<file path="src/rtl/core/assert_macros.svh">
// ----------------------------------------------------------------------------
// assert_macros
// Assertion helpers for the core RTL.
// ----------------------------------------------------------------------------
`ifndef ASSERT_MACROS_SVH
`define ASSERT_MACROS_SVH

// Same-cycle implication, disabled while reset is asserted.
`define TPHC_ASSERT_IMPL(lbl, clk, rstn, ante, cons, msg) \
    lbl: assert property (@(posedge clk) disable iff (!rstn) (ante) |-> (cons)) \
        else $error(msg);

// Next-cycle implication, disabled while reset is asserted.
`define TPHC_ASSERT_NEXT(lbl, clk, rstn, ante, cons, msg) \
    lbl: assert property (@(posedge clk) disable iff (!rstn) (ante) |=> (cons)) \
        else $error(msg);

`endif

</file>
<file path="src/rtl/core/tphc_pkg.sv">
// ----------------------------------------------------------------------------
// tphc_pkg
// Shared types, constants and helpers of the sensor compensation core.
// ----------------------------------------------------------------------------
package tphc_pkg;

    localparam logic [23:0] TEMP_SKIP_WORD = 24'h800000;
    localparam logic [15:0] HUM_OFF_WORD   = 16'h8000;
    localparam logic [31:0] HUM_CLAMP      = 32'd419430400;

    localparam logic [1:0] ST_OK       = 2'd0;
    localparam logic [1:0] ST_TEMP_SKIP = 2'd1;
    localparam logic [1:0] ST_DIV_ZERO = 2'd2;
    localparam logic [1:0] ST_HUM_OFF  = 2'd3;

    localparam logic [2:0] REG_CAL_TEMP  = 3'd0;
    localparam logic [2:0] REG_PRESS_LO  = 3'd1;
    localparam logic [2:0] REG_PRESS_HI  = 3'd2;
    localparam logic [2:0] REG_MIXED     = 3'd3;
    localparam logic [2:0] REG_HUM_H45   = 3'd4;

    // One raw sample with its classification flags
    typedef struct packed {
        logic [23:0] raw_temp;
        logic [23:0] raw_press;
        logic [15:0] raw_hum;
        logic        skip;
        logic        hum_off;
    } item_t;

    // Calibration words as held in the register file
    typedef struct packed {
        logic [47:0] cal_temp;
        logic [63:0] cal_press_low;
        logic [63:0] cal_press_high;
        logic [55:0] cal_mixed;
        logic [23:0] cal_hum_h45;
    } cal_t;

    typedef enum logic [5:0] {
        S_IDLE, S_T0, S_T1, S_T2, S_TF,
        S_P0, S_P1, S_P2, S_P3, S_P4, S_P5, S_P6,
        S_DIVS, S_DIV, S_DIVE,
        S_P7, S_P8, S_P9, S_PF,
        S_H0, S_H1, S_H2, S_H3, S_H4, S_H5, S_H6, S_H7,
        S_DONE
    } state_t;

    function automatic logic [63:0] sx16(input logic [15:0] v);
        return {{48{v[15]}}, v};
    endfunction

    function automatic logic [63:0] sx8(input logic [7:0] v);
        return {{56{v[7]}}, v};
    endfunction

    function automatic logic [63:0] sx32(input logic [31:0] v);
        return {{32{v[31]}}, v};
    endfunction

    function automatic logic [63:0] asr64(input logic [63:0] v, input int unsigned sh);
        return 64'($signed(v) >>> sh);
    endfunction

    function automatic logic [31:0] asr32(input logic [31:0] v, input int unsigned sh);
        return 32'($signed(v) >>> sh);
    endfunction

endpackage

</file>
<file path="src/rtl/core/tphc_front.sv">
// ----------------------------------------------------------------------------
// tphc_front
// Input register stage: accepts raw samples and flags the special words.
// ----------------------------------------------------------------------------
module tphc_front (
    input  logic                 aclk,
    input  logic                 aresetn,
    input  logic                 s_valid,
    output logic                 s_ready,
    input  logic [23:0]          s_raw_temp,
    input  logic [23:0]          s_raw_press,
    input  logic [15:0]          s_raw_hum,
    output logic                 f_valid,
    output tphc_pkg::item_t      f_item,
    input  logic                 f_ready
);

    logic            valid_reg;
    logic            valid_next;
    tphc_pkg::item_t item_reg;
    tphc_pkg::item_t item_next;

    // Take a new item whenever the stage is empty or drains this cycle
    assign s_ready = !valid_reg || f_ready;
    assign f_valid = valid_reg;
    assign f_item  = item_reg;

    // Classify the incoming item
    always_comb begin
        valid_next = valid_reg;
        item_next  = item_reg;
        if (s_ready) begin
            valid_next = s_valid;
        end
        if (s_valid && s_ready) begin
            item_next.raw_temp  = s_raw_temp;
            item_next.raw_press = s_raw_press;
            item_next.raw_hum   = s_raw_hum;
            item_next.skip      = (s_raw_temp == tphc_pkg::TEMP_SKIP_WORD);
            item_next.hum_off   = (s_raw_hum == tphc_pkg::HUM_OFF_WORD);
        end
    end

    always_ff @(posedge aclk) begin
        if (!aresetn) begin
            valid_reg <= 1'b0;
        end else begin
            valid_reg <= valid_next;
        end
        item_reg <= item_next;
    end

endmodule

</file>
<file path="config.mk">
export PLATFORM = sky130hd
export DESIGN_NAME = tphc_front
export DESIGN_NICKNAME = d
export VERILOG_FILES = /design/src/rtl/core/assert_macros.svh /design/src/rtl/core/tphc_pkg.sv /design/src/rtl/core/tphc_front.sv
export SDC_FILE = /design/constraint.sdc
export NUM_CORES = 1
export LEC_CHECK = 0
export ABC_AREA = 1
export BUFFER_PORTS_ARGS = -buffer_cell sky130_fd_sc_hd__buf_2
export CORE_UTILIZATION = 35
export CTS_CLUSTER_DIAMETER = 30
export CTS_CLUSTER_SIZE = 24
export DETAILED_ROUTE_END_ITERATION = 7
export PLACE_DENSITY = 0.77
export SYNTH_ARGS = -nofsm -noshare
export SYNTH_HDL_FRONTEND = slang
export SYNTH_SLANG_ARGS = --single-unit
</file>
<file path="constraint.sdc">
create_clock -name aclk -period 4.7 [get_ports aclk]
set_input_delay 0.705 -clock aclk [delete_from_list [all_inputs] [get_ports aclk]]
set_output_delay 0.705 -clock aclk [all_outputs]
set_load 0.01 [all_outputs]
</file>
==> metrics <==
CP Class=in2out; vias in the first global route=approximately 1,400; DRC=0; Finished Cell Area=3161 µm²; Final Max Tran Viols=0; combinational share of power=8.0%; HP Class=in2reg; later-pin clock latency in the skew report=0.33 ns; diode count=0; global-route wire length before repair=6858 µm; critical path endpoint category=primary output; setup TNS=0 ns; Setup-failing EPs final=0; Max-Cap Viols=0; layout cells sized above 1=58.53%; crit-path max cell delay=0.14 ns; clock share of power=38.1%; Mapped Area=2163 µm²; fmax=0.5525 GHz; via count=1,469; final hold vios=0; Seq/Total Area, Yosys=92.54%; CP Data Arrival Time=1.11 ns; DP Area=2952 µm²; Sw Share=20.65%; RSZ-0062 raised after global routing=no; Pre-Repair DR Iteration Count=4; area of the die=6500 µm²; average routed wire per standard cell=between 10 and 15 µm; minimum clock period after layout=1.810 ns; cell count after synthesis=between 100 and 150; synthesis-stage register bit count=67; Worst Max-Slew Pin Slew=~0.83 ns; Final Power=roughly 1.3 mW; fin util=53.07%; Starting Density=36.32%; TritonCTS clock tree=built; Int Power=roughly 1.0 mW; Worst VDD drop=0.2014 mV; Synth Warn #=0; CTS Hold Buffers Added=0; FILL cells=529; Setup Skew=0.008691 ns; Pwr Density=414.8 nW/µm²; final period utilization=roughly two fifths; Routed WL=4752 µm; Cell variety after synth=9; status=completed; number of I/O pins=136; IO buf count=~140; Mapped Avg Cell Area=20.41 µm²; Final #Nets=between 300 and 400; crit-path cells=buf_2 -> inv_1 -> nand2_1 -> buf_2; Die Wd=between 80 and 90 µm; DIE HEIGHT=80.62 µm; Overall Global Routing Usage=approximately 15%; Max-Slew Margin vs Limit=between 40 and 50%; Crit path max-delay family=buffers and inverters; CP required=3.99 ns; Avg Vias per Cell=4.411; DRT iter0 DRCs=92; Buf/Inv on CP=3; Crit Path Max Fanout=2; post-CTS setup repair buffer count=0; CP dominant cell by count=buf_2; post-CTS sizing=0; # rows=28; Overflow after GRT=0; Worst-path clk slew=0.07 ns; LEAKAGE=1.361 nW; clock root buffer=clkbuf_8; Core Area=a little under 6000 µm²; Final HPWL DP=between 3000 and 4000 µm; Slowest-stage cell, CP=buf_2; largest net degree at the start of global routing=67; TritonCTS buffer count=9; Min Hold Slack=0.5446 ns; Max Root-Sink Buffers=2; htree depth=3; startpoint type of the worst setup path=primary input; ANT nets after route=0; Clock Sinks=67; initial antenna violation count=0; Flop pwr share=53.9%; Psw=270.7 µW; gpl congestion=~0.75; Layout area overhead=46.10%; net count after synthesis=174
## area by class of cell
class	count	area, µm²	share of cell area [%]
flip-flops and latches	67	2002	63.34
repair buffers	136	683.2	21.62
multi-input cells	35	157.7	4.988
clock buffers	11	131.4	4.157
well taps	75	93.84	2.969
clock inverters	5	77.57	2.454
inverters	4	15.01	0.4751
## per-stage QoR
step           std cells  setup slack [ns]
4_1_cts              333             2.888
6_report             333             2.890
3_3_place_gp         317             2.718
2_1_floorplan        106            0.2426
5_1_grt              333             2.863
3_5_place_dp         317             2.676
## routing by layer
| metal | GRT usage (%) | up-vias | wire [µm] |
|---|---|---|---|
| met5 | 0 | - | 0 |
| met2 | 27.12 | 81 | 2511 |
| met3 | 5.682 | 11 | 358 |
| li1 | - | 689 | - |
| met1 | 15.00 | 688 | 1734 |
| met4 | 9.643 | 0 | 148 |
## kinds of logic (layout without fill, tap and decap cells)
| group | Yosys count | count (layout) | synth area share (%) |
|---|---|---|---|
| DFF | 67 | 67 | 92.54 |
| and+or+nand+nor | 33 | 33 | 6.189 |
| buffers and inverters | 4 | 156 | 0.6938 |
| AOI/OAI and AO/OA | 2 | 2 | 0.5783 |
## synth_stat cells
cell type  count  area [µm²]
dfxtp_1        1       20.02
nor2_2         1       6.260
nand4_1        3       18.77
a21oi_1        1       5.000
a21boi_0       1       7.510
edfxtp_1      66        1982
nand2_1        6       22.52
inv_1          4       15.01
nor2_1        23       86.33
## power by group through the flow
stage | Sequential (mW) | Combinational [mW] | Clock [mW]
floorplan | 0.742 | 0.0161 | 0
detailed placement | 0.720 | 0.107 | 0
global placement | 0.718 | 0.105 | 0
finish | 0.706 | 0.105 | 0.500
CTS | 0.707 | 0.107 | 0.511
global route | 0.709 | 0.115 | 0.538
## worst reg2reg max path: stages (launching register included)
cell and delay (ns):
dfxtp_1 0.35, a21oi_4 0.14, buf_4 0.65
## final timing paths
path / startpoint / end / slack [ns] / cells after the start
worst max-delay path: f_ready / s_ready / 2.89 / 4
worst min-delay path: s_raw_press[19] / f_item[37] / 0.54 / 1
worst max register to register: f_valid / f_item[39] / 3.14 / 2
worst min register to register: f_valid / f_valid / 0.56 / 2
## cells in the final DEF, fill, tap and decap left out, drive strengths merged
| cell type | synthesis | routed |
|---|---|---|
| nand2 | 6 | 6 |
| clkbuf | 0 | 11 |
| bufinv | 0 | 2 |
| clkinv | 0 | 3 |
| nor2 | 24 | 24 |
| nand4 | 3 | 3 |
| inv | 4 | 4 |
| a21boi | 1 | 1 |
| dfxtp | 1 | 1 |
| buf | 0 | 136 |
| a21oi | 1 | 1 |
| edfxtp | 66 | 66 |
## flip-flops by register name, summed over array words and instances (netlist names)
register  cells
f_item       66
f_valid       1
(Power assumes the default switching activity.)
