===== src/rtl/core/assert_macros.svh =====
// ----------------------------------------------------------------------------
// assert_macros
// Assertion helpers for the core RTL.
// ----------------------------------------------------------------------------
`ifndef ASSERT_MACROS_SVH
`define ASSERT_MACROS_SVH

// Same-cycle implication, disabled while reset is asserted.
`define TPHC_ASSERT_IMPL(lbl, clk, rstn, ante, cons, msg) \
    lbl: assert property (@(posedge clk) disable iff (!rstn) (ante) |-> (cons)) \
        else $error(msg);

// Next-cycle implication, disabled while reset is asserted.
`define TPHC_ASSERT_NEXT(lbl, clk, rstn, ante, cons, msg) \
    lbl: assert property (@(posedge clk) disable iff (!rstn) (ante) |=> (cons)) \
        else $error(msg);

`endif


===== src/rtl/core/tphc_pkg.sv =====
// ----------------------------------------------------------------------------
// tphc_pkg
// Shared types, constants and helpers of the sensor compensation core.
// ----------------------------------------------------------------------------
package tphc_pkg;

    localparam logic [23:0] TEMP_SKIP_WORD = 24'h800000;
    localparam logic [15:0] HUM_OFF_WORD   = 16'h8000;
    localparam logic [31:0] HUM_CLAMP      = 32'd419430400;

    localparam logic [1:0] ST_OK       = 2'd0;
    localparam logic [1:0] ST_TEMP_SKIP = 2'd1;
    localparam logic [1:0] ST_DIV_ZERO = 2'd2;
    localparam logic [1:0] ST_HUM_OFF  = 2'd3;

    localparam logic [2:0] REG_CAL_TEMP  = 3'd0;
    localparam logic [2:0] REG_PRESS_LO  = 3'd1;
    localparam logic [2:0] REG_PRESS_HI  = 3'd2;
    localparam logic [2:0] REG_MIXED     = 3'd3;
    localparam logic [2:0] REG_HUM_H45   = 3'd4;

    // One raw sample with its classification flags
    typedef struct packed {
        logic [23:0] raw_temp;
        logic [23:0] raw_press;
        logic [15:0] raw_hum;
        logic        skip;
        logic        hum_off;
    } item_t;

    // Calibration words as held in the register file
    typedef struct packed {
        logic [47:0] cal_temp;
        logic [63:0] cal_press_low;
        logic [63:0] cal_press_high;
        logic [55:0] cal_mixed;
        logic [23:0] cal_hum_h45;
    } cal_t;

    typedef enum logic [5:0] {
        S_IDLE, S_T0, S_T1, S_T2, S_TF,
        S_P0, S_P1, S_P2, S_P3, S_P4, S_P5, S_P6,
        S_DIVS, S_DIV, S_DIVE,
        S_P7, S_P8, S_P9, S_PF,
        S_H0, S_H1, S_H2, S_H3, S_H4, S_H5, S_H6, S_H7,
        S_DONE
    } state_t;

    function automatic logic [63:0] sx16(input logic [15:0] v);
        return {{48{v[15]}}, v};
    endfunction

    function automatic logic [63:0] sx8(input logic [7:0] v);
        return {{56{v[7]}}, v};
    endfunction

    function automatic logic [63:0] sx32(input logic [31:0] v);
        return {{32{v[31]}}, v};
    endfunction

    function automatic logic [63:0] asr64(input logic [63:0] v, input int unsigned sh);
        return 64'($signed(v) >>> sh);
    endfunction

    function automatic logic [31:0] asr32(input logic [31:0] v, input int unsigned sh);
        return 32'($signed(v) >>> sh);
    endfunction

endpackage


===== src/rtl/core/tphc_queue.sv =====
// ----------------------------------------------------------------------------
// tphc_queue
// Two-entry item queue between the front stage and the compute engine.
// ----------------------------------------------------------------------------
module tphc_queue (
    input  logic             aclk,
    input  logic             aresetn,
    input  logic             push_valid,
    output logic             push_ready,
    input  tphc_pkg::item_t  push_item,
    output logic             pop_valid,
    input  logic             pop_ready,
    output tphc_pkg::item_t  pop_item
);

    tphc_pkg::item_t mem_reg [2];
    logic            wr_ptr_reg;
    logic            wr_ptr_next;
    logic            rd_ptr_reg;
    logic            rd_ptr_next;
    logic [1:0]      count_reg;
    logic [1:0]      count_next;
    logic            push;
    logic            pop;

    assign push_ready = (count_reg != 2'd2);
    assign pop_valid  = (count_reg != 2'd0);
    assign pop_item   = mem_reg[rd_ptr_reg];
    assign push       = push_valid && push_ready;
    assign pop        = pop_valid && pop_ready;

    // Advance pointers and occupancy
    always_comb begin
        wr_ptr_next = wr_ptr_reg ^ push;
        rd_ptr_next = rd_ptr_reg ^ pop;
        count_next  = count_reg + {1'b0, push} - {1'b0, pop};
    end

    always_ff @(posedge aclk) begin
        if (!aresetn) begin
            wr_ptr_reg <= 1'b0;
            rd_ptr_reg <= 1'b0;
            count_reg  <= 2'd0;
        end else begin
            wr_ptr_reg <= wr_ptr_next;
            rd_ptr_reg <= rd_ptr_next;
            count_reg  <= count_next;
        end
        if (push) begin
            mem_reg[wr_ptr_reg] <= push_item;
        end
    end

endmodule


===== config.mk =====
export PLATFORM = sky130hd
export DESIGN_NAME = tphc_queue
export DESIGN_NICKNAME = d
export VERILOG_FILES = /design/src/rtl/core/assert_macros.svh /design/src/rtl/core/tphc_pkg.sv /design/src/rtl/core/tphc_queue.sv
export SDC_FILE = /design/constraint.sdc
export NUM_CORES = 1
export LEC_CHECK = 0
export BUFFER_PORTS_ARGS = -buffer_cell sky130_fd_sc_hd__buf_2
export CAP_MARGIN = 5
export CORE_ASPECT_RATIO = 1.1
export CORE_UTILIZATION = 50
export CTS_BUF_LIST = sky130_fd_sc_hd__clkbuf_8 sky130_fd_sc_hd__clkbuf_16
export DETAILED_ROUTE_END_ITERATION = 10
export PLACE_DENSITY_LB_ADDON = 0.2
export SLEW_MARGIN = 20
export SYNTH_ARGS = -nofsm -noshare
export SYNTH_HDL_FRONTEND = slang
export SYNTH_SLANG_ARGS = --single-unit

===== constraint.sdc =====
create_clock -name aclk -period 4 [get_ports aclk]
set_clock_uncertainty 0.2 [all_clocks]
set_input_delay 0.2 -clock aclk [delete_from_list [all_inputs] [get_ports aclk]]
set_output_delay 0.2 -clock aclk [all_outputs]
set_load 0.02 [all_outputs]

==> metrics.yaml, run 1 <==
status:
  run_status: "finished, final reports clean"
setup_path:
  critical_path_class: "flip-flop to primary output"
  rr_worst_depth: 3
  r2r_start: "count_reg[0]"
  arrival_ns: 2.14
  crit_family: "flip-flops"
  end_kind: "primary output"
  critPathSlowestCell: "dfxtp_4"
  cp-start-kind: "flip-flop"
  crit_buf_inv: 2
  cpPeakStageDelay_ns: 0.79
  crit_required_ns: 3.60
  rrSetupSlack_ns: 1.81
  worst_r2r_endpoint: "mem_reg[0][60]"
  cp_max_fo: 42
  path_cells: "buf_12 -> mux2_2 -> buf_2"
cells_and_area:
  largest_register_ffs: 132
  final_nets: 526
  nFillCells: 658
  diodes: 0
  syn2layout_area_growth_pct: 40.15
  drive_gt1_share_pct: 51.07
yosys:
  yosysTopAreaCell: "edfxtp_1"
  syn-cell-area_um2: 5189
  yosysWarnings: 0
  syn-mean-instance-area_um2: 22.17
  synth_cell_types: 23
  synth_nets: 306
  synth_seq_cells: 137
  yosys.area_share.simple_pct: 1.567
  synthMuxAreaShare_pct: 17.41
  yosys.area.top_type_share_pct: 76.39
  syn_inst: 234
  synth_top_family_by_area: "multiplexers"
  synth-adder-area-share_pct: 0.4823
  yosysSeqAreaShare_pct: 78.32
  synth-xor-area-share_pct: 0.1688
  synth_compound_area_share_pct: 0.6993
  ys_top_cells_by_area: "edfxtp_1 76%, mux2_4 12%, mux2_2 5.6%"
timing:
  final_hold_viol_count: 0
  rsz0062_at_grt: "no"
  max_freq_ghz: 0.3930
  slew_violations: 0
  finalSetupTns_ns: 0
  timing.hold.ws_ns: 0.2059
  min_period_over_period_pct: 63.62
  fin_crit_ns: 2.545
  max_slew_margin_pct: 37.57
  setup_viol: 0
  tightest_slew_ns: 0.9365
  fin_ws_ns: 1.455
clock_network:
  cts_tree: "done"
  cts_made_buffers: 17
  cts.clk_slew.worst_paths_ns: 0.06
  root_buffer: "clkbuf_8"
  cts.sinks: 137
  ctsResizeCount: 0
  clock_latency_ns: 0.51
  cts_buffer_depth: 2
  ctsHoldBuffers: 70
  cts_setup_buffers: 0
  cts_max_level: 4
drt:
  routed_wl_mm: 9.325
  drcViolationCount: 0
  wl_per_cell_um: 15.91
  first_pass_iters: 4
  vias: 2895
  drtAntennaViolNets: 0
  vias_per_cell: 4.940
  dr.first_iter.drc_count: 125
placement:
  dp_slack_ns: 1.807
  io_buffers: 137
  dp_hpwl_mm: 5.023
  finalWeightedCongestion: 0.6772
floorplanning:
  ioPinCount: 138
  start_util_pct: 51.97
  die_x_um: 99.13
  die_area_um2: 10790
  rows: 38
  core_area_um2: 9985
  die_h_um: 108.8
grt:
  grt_use_total_pct: 17.95
  antenna_found_initial: 0
  grt_pass1_vias: 3025
  grt_overflow: 0
  grt_first_pass_wirelength_mm: 14.19
  grt_max_degree: 67
min_path:
  worstHoldPathCells: 2
  hp-start: "push_item[13]"
  holdPathEnd: "mem_reg[0][13]"
  min_path_type: "input port to flip-flop"
run:
  cap_violations: 0
pwr:
  ir_worst_vdd_mv: 0.3976
  p_leak_nw: 2.849
  pwr_density_cell_nw_per_um2: 604.4
metrics by stage:
step	power [W]	utilization (%)	std cells	cell area, um2
2_1_floorplan	0.002605	-	234	5189
3_3_place_gp	0.002860	59.89	484	5979
3_5_place_dp	0.002880	59.89	484	5979
4_1_cts	0.004423	72.63	585	7252
5_1_grt	0.004557	72.83	586	7272
6_report	0.004396	72.83	586	7272
cells in the final DEF, fill, tap and decap left out:
master and count:
buf_2 137, nor2_1 2, nand2_1 1, nand3_1 1
and2_1 4, or2b_2 1, ha_4 1, a32oi_1 1
and3_4 1, clkinv_1 2, clkinv_4 2, buf_12 1
a21bo_1 1, dfxtp_4 1, mux2_4 40, or2_2 1
o21ai_0 2, clkbuf_8 1, inv_1 1, ha_1 1
nor2b_1 2, nand2b_1 1, dlygate4sd3_1 70, mux2_2 26
edfxtp_1 132, clkinv_2 4, bufinv_16 3, a211oi_1 1
dfxtp_1 4, xnor2_1 1, mux2i_1 1, clkbuf_16 16
clkinvlp_4 3
report_power, final:
| group | switching, W | internal, W |
|---|---|---|
| logic | 0.000523 | 0.000490 |
| registers | 0.000105 | 0.00178 |
| clock network | 0.000560 | 0.000937 |
per-layer routing:
layer	GRT usage (%)	wire length (um)	vias to the layer above	share of wire [%]
met5	0	0	-	0
met4	8.193	110	0	1.2
met3	5.513	542	9	5.8
met2	32.97	4949	104	53
met1	19.00	3723	1412	40
li1	-	-	1370	-
Yosys cell counts:
cell / n
edfxtp_1: 132
mux2_4: 40
mux2_2: 26
buf_6: 5
dfxtp_1: 5
and2_1: 4
buf_2: 2
ha_1: 2
nor2_1: 2
nor2b_1: 2
o21ai_0: 2
a211oi_1: 1
a21bo_1: 1
a32oi_1: 1
and3_1: 1
inv_1: 1
mux2i_1: 1
nand2_1: 1
nand2b_1: 1
nand3_1: 1
or2_2: 1
or2b_2: 1
xnor2_1: 1
cells by family after synthesis:
family	after synthesis
buf+inv	8
xor+xnor	1
flops	137
compound gates	5
simple gates	14
mux	67
fa+ha+maj	2
how the worst max path moves through the flow:
stage	start	to	slack [ns]	cells after the start
after floorplan	count_reg[0]	mem_reg[0][0]	0.94	3
after global placement	flip-flop	pop_item[4]	1.86	2
after detailed placement	count_reg[0]	mem_reg[0][1]	1.81	3
after CTS	flip-flop	pop_item[14]	1.32	2
after global routing	flip-flop	pop_item[4]	1.35	3
final	flip-flop	pop_item[4]	1.46	3
cell type report:
| class | count | area [um2] | area share, % |
|---|---|---|---|
| Clock inverter | 14 | 157.7 | 2.168 |
| Clock buffer | 17 | 414.1 | 5.695 |
| Sequential cell | 137 | 4068 | 55.94 |
| Tap cell | 120 | 150.1 | 2.065 |
| Timing Repair Buffer | 208 | 1406 | 19.34 |
| Multi-Input combinational cell | 89 | 1072 | 14.75 |
| Inverter | 1 | 3.754 | 0.05162 |
Power figures use the tool's default switching activity.
==> run 2, diff against run 1 <==
--- a/config.mk
+++ b/config.mk
@@ -5,6 +5,7 @@
 export SDC_FILE = /design/constraint.sdc
 export NUM_CORES = 1
 export LEC_CHECK = 0
+export ABC_AREA = 1
 export BUFFER_PORTS_ARGS = -buffer_cell sky130_fd_sc_hd__buf_2
 export CAP_MARGIN = 5
 export CORE_ASPECT_RATIO = 1.1
==> constraint.sdc (replaced) <==
create_clock -name aclk -period 2.6 [get_ports aclk]
set_clock_uncertainty 0.2 [all_clocks]
set_input_delay 0.13 -clock aclk [delete_from_list [all_inputs] [get_ports aclk]]
set_output_delay 0.13 -clock aclk [all_outputs]
set_load 0.02 [all_outputs]
==> metrics.yaml, run 2 <==
status:
  run_status: "finished, final reports clean"
yosys:
  ys.flop_type: "edfxtp_1"
  yosys.area.top_type_share_pct: 76.74
  syn-cell-area_um2: 5165
  yosysSeqAreaShare_pct: 78.68
  ys_top_cells_by_area: "edfxtp_1 77%, mux2_4 12%, mux2_2 5.7%"
  synth_nets: 313
  synth_cell_types: 13
  synthArstFlopShare_pct: 0
  synth_common_cells: "132 x edfxtp_1, 40 x mux2_4, 26 x mux2_2"
  synth-edff-count: 132
  synth.most_common_cell: "edfxtp_1"
  yosysTopAreaCell: "edfxtp_1"
  yosysWarnings: 0
  syn-mean-instance-area_um2: 21.43
  synth_seq_cells: 137
  syn_inst: 241
setup_path:
  cpPeakStageDelay_ns: 0.69
  arrival_ns: 2.02
  critPathSlowestCell: "dfxtp_4"
  crit_required_ns: 2.27
  cp-start-kind: "flip-flop"
  end_kind: "primary output"
  cp_max_fo: 30
  path_cells: "buf_4 -> mux2_2 -> buf_2"
  critical_path_class: "flip-flop to primary output"
placement:
  dp_slack_ns: 0.6293
  dp_hpwl_mm: 5.293
  finalWeightedCongestion: 0.6669
  io_buffers: 137
clock_network:
  cts.sinks: 137
  cts_made_buffers: 17
  cts_tree: "done"
  cts_buffer_depth: 2
  cts_max_level: 4
  cts.clk_slew.worst_paths_ns: 0.06
  root_buffer: "clkbuf_8"
  ctsResizeCount: 0
  clock_latency_ns: 0.51
timing:
  final_hold_viol_count: 0
  fin_ws_ns: 0.2540
  finalSetupTns_ns: 0
  max_freq_ghz: 0.4263
  tightest_slew_ns: 0.5343
  max_slew_margin_pct: 64.38
  setup_viol: 0
  rsz0062_at_grt: "no"
  slew_violations: 0
  fin_crit_ns: 2.346
  min_period_over_period_pct: 90.23
cells_and_area:
  syn2layout_area_growth_pct: 42.76
  multi_input_area_um2: 1021
  final_common_cell: "buf_2"
  seqCellArea_um2: 4068
  diodes: 0
  final_cell_mix: "137 x buf_2, 132 x edfxtp_1, 69 x dlygate4sd3_1, 40 x mux2_4, 26 x mux2_2"
  nFillCells: 614
  final_nets: 538
  largest_register_ffs: 132
  drive_gt1_share_pct: 51.15
drt:
  vias_per_cell: 4.816
  routed_wl_mm: 9.082
  vias: 2885
  drcViolationCount: 0
  drtAntennaViolNets: 0
  wl_per_cell_um: 15.16
  first_pass_iters: 4
  dr.first_iter.drc_count: 131
grt:
  antenna_found_initial: 0
  grt_first_pass_wirelength_mm: 13.80
  gr-usage-met3_pct: 5.301
  grt_max_degree: 48
  grt.busiest_layer: "met2"
  grt_use_total_pct: 17.70
  use_met2_pct: 32.22
  grt_pass1_vias: 2945
  grt_overflow: 0
  met1_usage_pct: 18.18
floorplanning:
  ioPinCount: 138
  die_x_um: 98.91
  start_util_pct: 51.98
  core_area_um2: 9937
  die_h_um: 108.6
  rows: 38
  die_area_um2: 10740
pwr:
  p_leak_nw: 2.926
  ir_worst_vdd_mv: 0.5653
  pwr_density_cell_nw_per_um2: 1012
run:
  cap_violations: 0
min_path:
  min_path_type: "input port to flip-flop"
==> run 2: cell count changes after synthesis, moves of 2 or more <==
cell	before	now
and2_1	4	0
inv_1	1	9
nand2_1	1	9
nor2_1	2	8
nor2b_1	2	0
o21ai_0	2	0
==> run 2: routing by layer <==
layer  wire length, um  vias to the layer above
li1                  -                     1385
met1              3520                     1397
met2              4923                       92
met3               525                       11
met4               111                        0
met5                 0                        -
==> run 2: worst paths after layout <==
check                                   from              to  slack [ns]  cells after the start
worst max-delay path               flip-flop     pop_item[0]        0.25                      3
worst min-delay path            push_item[2]   mem_reg[1][2]        0.14                      2
worst max register to register  count_reg[0]  mem_reg[0][60]        0.63                      6
worst min register to register    rd_ptr_reg       flip-flop        0.30                      2
==> run 2: kinds of logic after synthesis <==
kind of cell	synth area share (%)
flip-flops	78.68
adder cells (fa/ha/maj)	0.4844
XOR/XNOR	0.1696
buffers and inverters	1.938
AO/OA/AOI/OAI	0.09681
AND/OR/NAND/NOR	1.332
multiplexers	17.30
==> run 2: layout make-up <==
cell class                      count  share of cell area [%]
Multi-Input combinational cell     88                   13.85
Timing Repair Buffer              213                   20.06
Clock buffer                       22                   6.550
Sequential cell                   137                   55.17
Tap cell                          120                   2.036
Clock inverter                     10                   1.884
Inverter                            9                  0.4582
==> run 2: timing repair <==
| item | CTS | global route |
|---|---|---|
| hold buffers | 69 | 0 |
| endpoints found under the hold margin | 137 | 0 |
| setup buffers | 0 | 0 |
==> run 2: critical path: cells and delay by family, from the launching register on <==
| family | cells | cell delay, ns |
|---|---|---|
| buffers and inverters | 2 | 0.45 |
| muxes | 1 | 0.36 |
| DFF | 1 | 0.69 |
==> run 2: metrics by stage <==
stage	total power [W]	hold WS [ns]	cell area, um2	instances	utilization, %
finish	0.007462	0.1351	7373	599	74.20
global route	0.007771	0.1191	7373	599	74.20
CTS	0.007524	0.1117	7373	599	74.20
global placement	0.004980	0.1178	6061	498	60.99
floorplan	0.004410	0.02345	5175	241	-
detailed placement	0.005015	0.1210	6061	498	60.99
==> run 2: power by group <==
group / switching (W) / internal, W / leakage, nW
sequential: 0.000161 / 0.00287 / 1.28
clock: 0.000843 / 0.00159 / 0.296
combinational: 0.00108 / 0.000925 / 1.35
==> run 3, diff against run 2 <==
--- a/config.mk
+++ b/config.mk
@@ -9,10 +9,11 @@
 export BUFFER_PORTS_ARGS = -buffer_cell sky130_fd_sc_hd__buf_2
 export CAP_MARGIN = 5
 export CORE_ASPECT_RATIO = 1.1
-export CORE_UTILIZATION = 50
-export CTS_BUF_LIST = sky130_fd_sc_hd__clkbuf_8 sky130_fd_sc_hd__clkbuf_16
+export CORE_UTILIZATION = 52
+export CTS_BUF_LIST = sky130_fd_sc_hd__clkbuf_16
 export DETAILED_ROUTE_END_ITERATION = 10
 export PLACE_DENSITY_LB_ADDON = 0.2
+export SKIP_LAST_GASP = 1
 export SLEW_MARGIN = 20
 export SYNTH_ARGS = -nofsm -noshare
 export SYNTH_HDL_FRONTEND = slang
==> metrics.yaml, run 3 (synthesized netlist as in run 2, its figures left out) <==
status:
  run_status: "finished, final reports clean"
setup_path:
  cp_max_fo: 29
  crit_required_ns: 2.27
  arrival_ns: 1.82
  critical_path_class: "flip-flop to primary output"
  end_kind: "primary output"
  cp-start-kind: "flip-flop"
placement:
  finalWeightedCongestion: 0.7429
  io_buffers: 137
  dp_hpwl_mm: 5.600
timing:
  final_hold_viol_count: 0
  tightest_slew_ns: 0.4556
  rsz0062_at_grt: "no"
  min_period_over_period_pct: 82.87
  fin_crit_ns: 2.155
  finalSetupTns_ns: 0
  setup_viol: 0
  max_slew_margin_pct: 69.62
  max_freq_ghz: 0.4641
  slew_violations: 0
clock_network:
  cts_setup_buffers: 0
  cts.sinks: 137
  cts.clk_slew.worst_paths_ns: 0.05
  cts_tree: "done"
  ctsResizeCount: 0
  cts_max_level: 4
  cts_made_buffers: 17
  ctsHoldBuffers: 68
  cts_buffer_depth: 2
  clock_latency_ns: 0.40
  root_buffer: "clkbuf_16"
cells_and_area:
  syn2layout_area_growth_pct: 41.28
  diodes: 0
  final_core_util_pct: 76.89
  largest_register_ffs: 132
  drive_gt1_share_pct: 49.79
  final_nets: 538
  final_common_cell: "buf_2"
  final_cell_mix: "137 x buf_2, 132 x edfxtp_1, 68 x dlygate4sd3_1, 40 x mux2_4, 26 x mux2_2"
floorplanning:
  die_x_um: 97.03
  die_h_um: 106.5
  ioPinCount: 138
  start_util_pct: 54.42
  core_area_um2: 9490
  rows: 37
  die_area_um2: 10340
drt:
  dr.first_iter.drc_count: 94
  drtAntennaViolNets: 0
  vias: 2875
  vias_per_cell: 4.832
  first_pass_iters: 4
  drcViolationCount: 0
  routed_wl_mm: 9.369
  wl_per_cell_um: 15.75
grt:
  grt_max_degree: 41
  grt_overflow: 0
  use_met2_pct: 32.90
  antenna_found_initial: 0
  grt_use_total_pct: 18.87
  grt_pass1_vias: 3039
  gr-usage-met3_pct: 5.720
  grt.busiest_layer: "met2"
  grt_first_pass_wirelength_mm: 14.47
  met1_usage_pct: 20.88
run:
  cap_violations: 0
pwr:
  pwr_density_cell_nw_per_um2: 1000
  ir_worst_vdd_mv: 0.6665
  p_leak_nw: 2.906
min_path:
  min_path_type: "input port to flip-flop"
run 3: worst max-delay path, stage by stage (launching register included):
cell and delay [ns]:
dfxtp_4 0.64, buf_4 0.31, mux2_4 0.32, buf_2 0.16
run 3: final timing paths:
check | from | endpoint | slack [ns] | depth (start not counted)
worst max-delay path | flip-flop | pop_item[55] | 0.45 | 3
worst min register to register | rd_ptr_reg | rd_ptr_reg | 0.31 | 2
worst min-delay path | push_valid | count_reg[1] | 0.06 | 5
worst max register to register | count_reg[0] | mem_reg[1][60] | 0.70 | 5
run 3: layout make-up:
cell class / count / area, um2
Tap cell: 117 / 146.4
Sequential cell: 137 / 4068
Clock buffer: 17 / 425.4
Fill cell: 551 / 2193
Inverter: 9 / 33.78
Clock inverter: 14 / 138.9
Multi-Input combinational cell: 88 / 1021
Timing Repair Buffer: 213 / 1464
run 3: stage by stage:
stage               area, um2  power [W]  worst slack (ns)  instances  hold slack, ns
detailed placement       6052   0.005014            0.7056        496          0.1214
global placement         6052   0.004958            0.7969        496          0.1182
CTS                      7297   0.007356            0.4078        595         0.02999
finish                   7297   0.007297            0.4453        595         0.05754
global route             7297   0.007590            0.3664        595         0.07164
floorplan                5175   0.004410            0.2489        241         0.02345
run 3: layer usage:
layer  vias up  share of wire [%]
met5         -                  0
met3        17                5.0
met4         0                2.2
met1      1379                 40
li1       1386                  -
met2        93                 53
run 3: report_power, final:
group          total, W  switching, W  internal [W]
clock network   0.00226      0.000792       0.00147
logic           0.00202       0.00110      0.000913
registers       0.00302      0.000152       0.00287
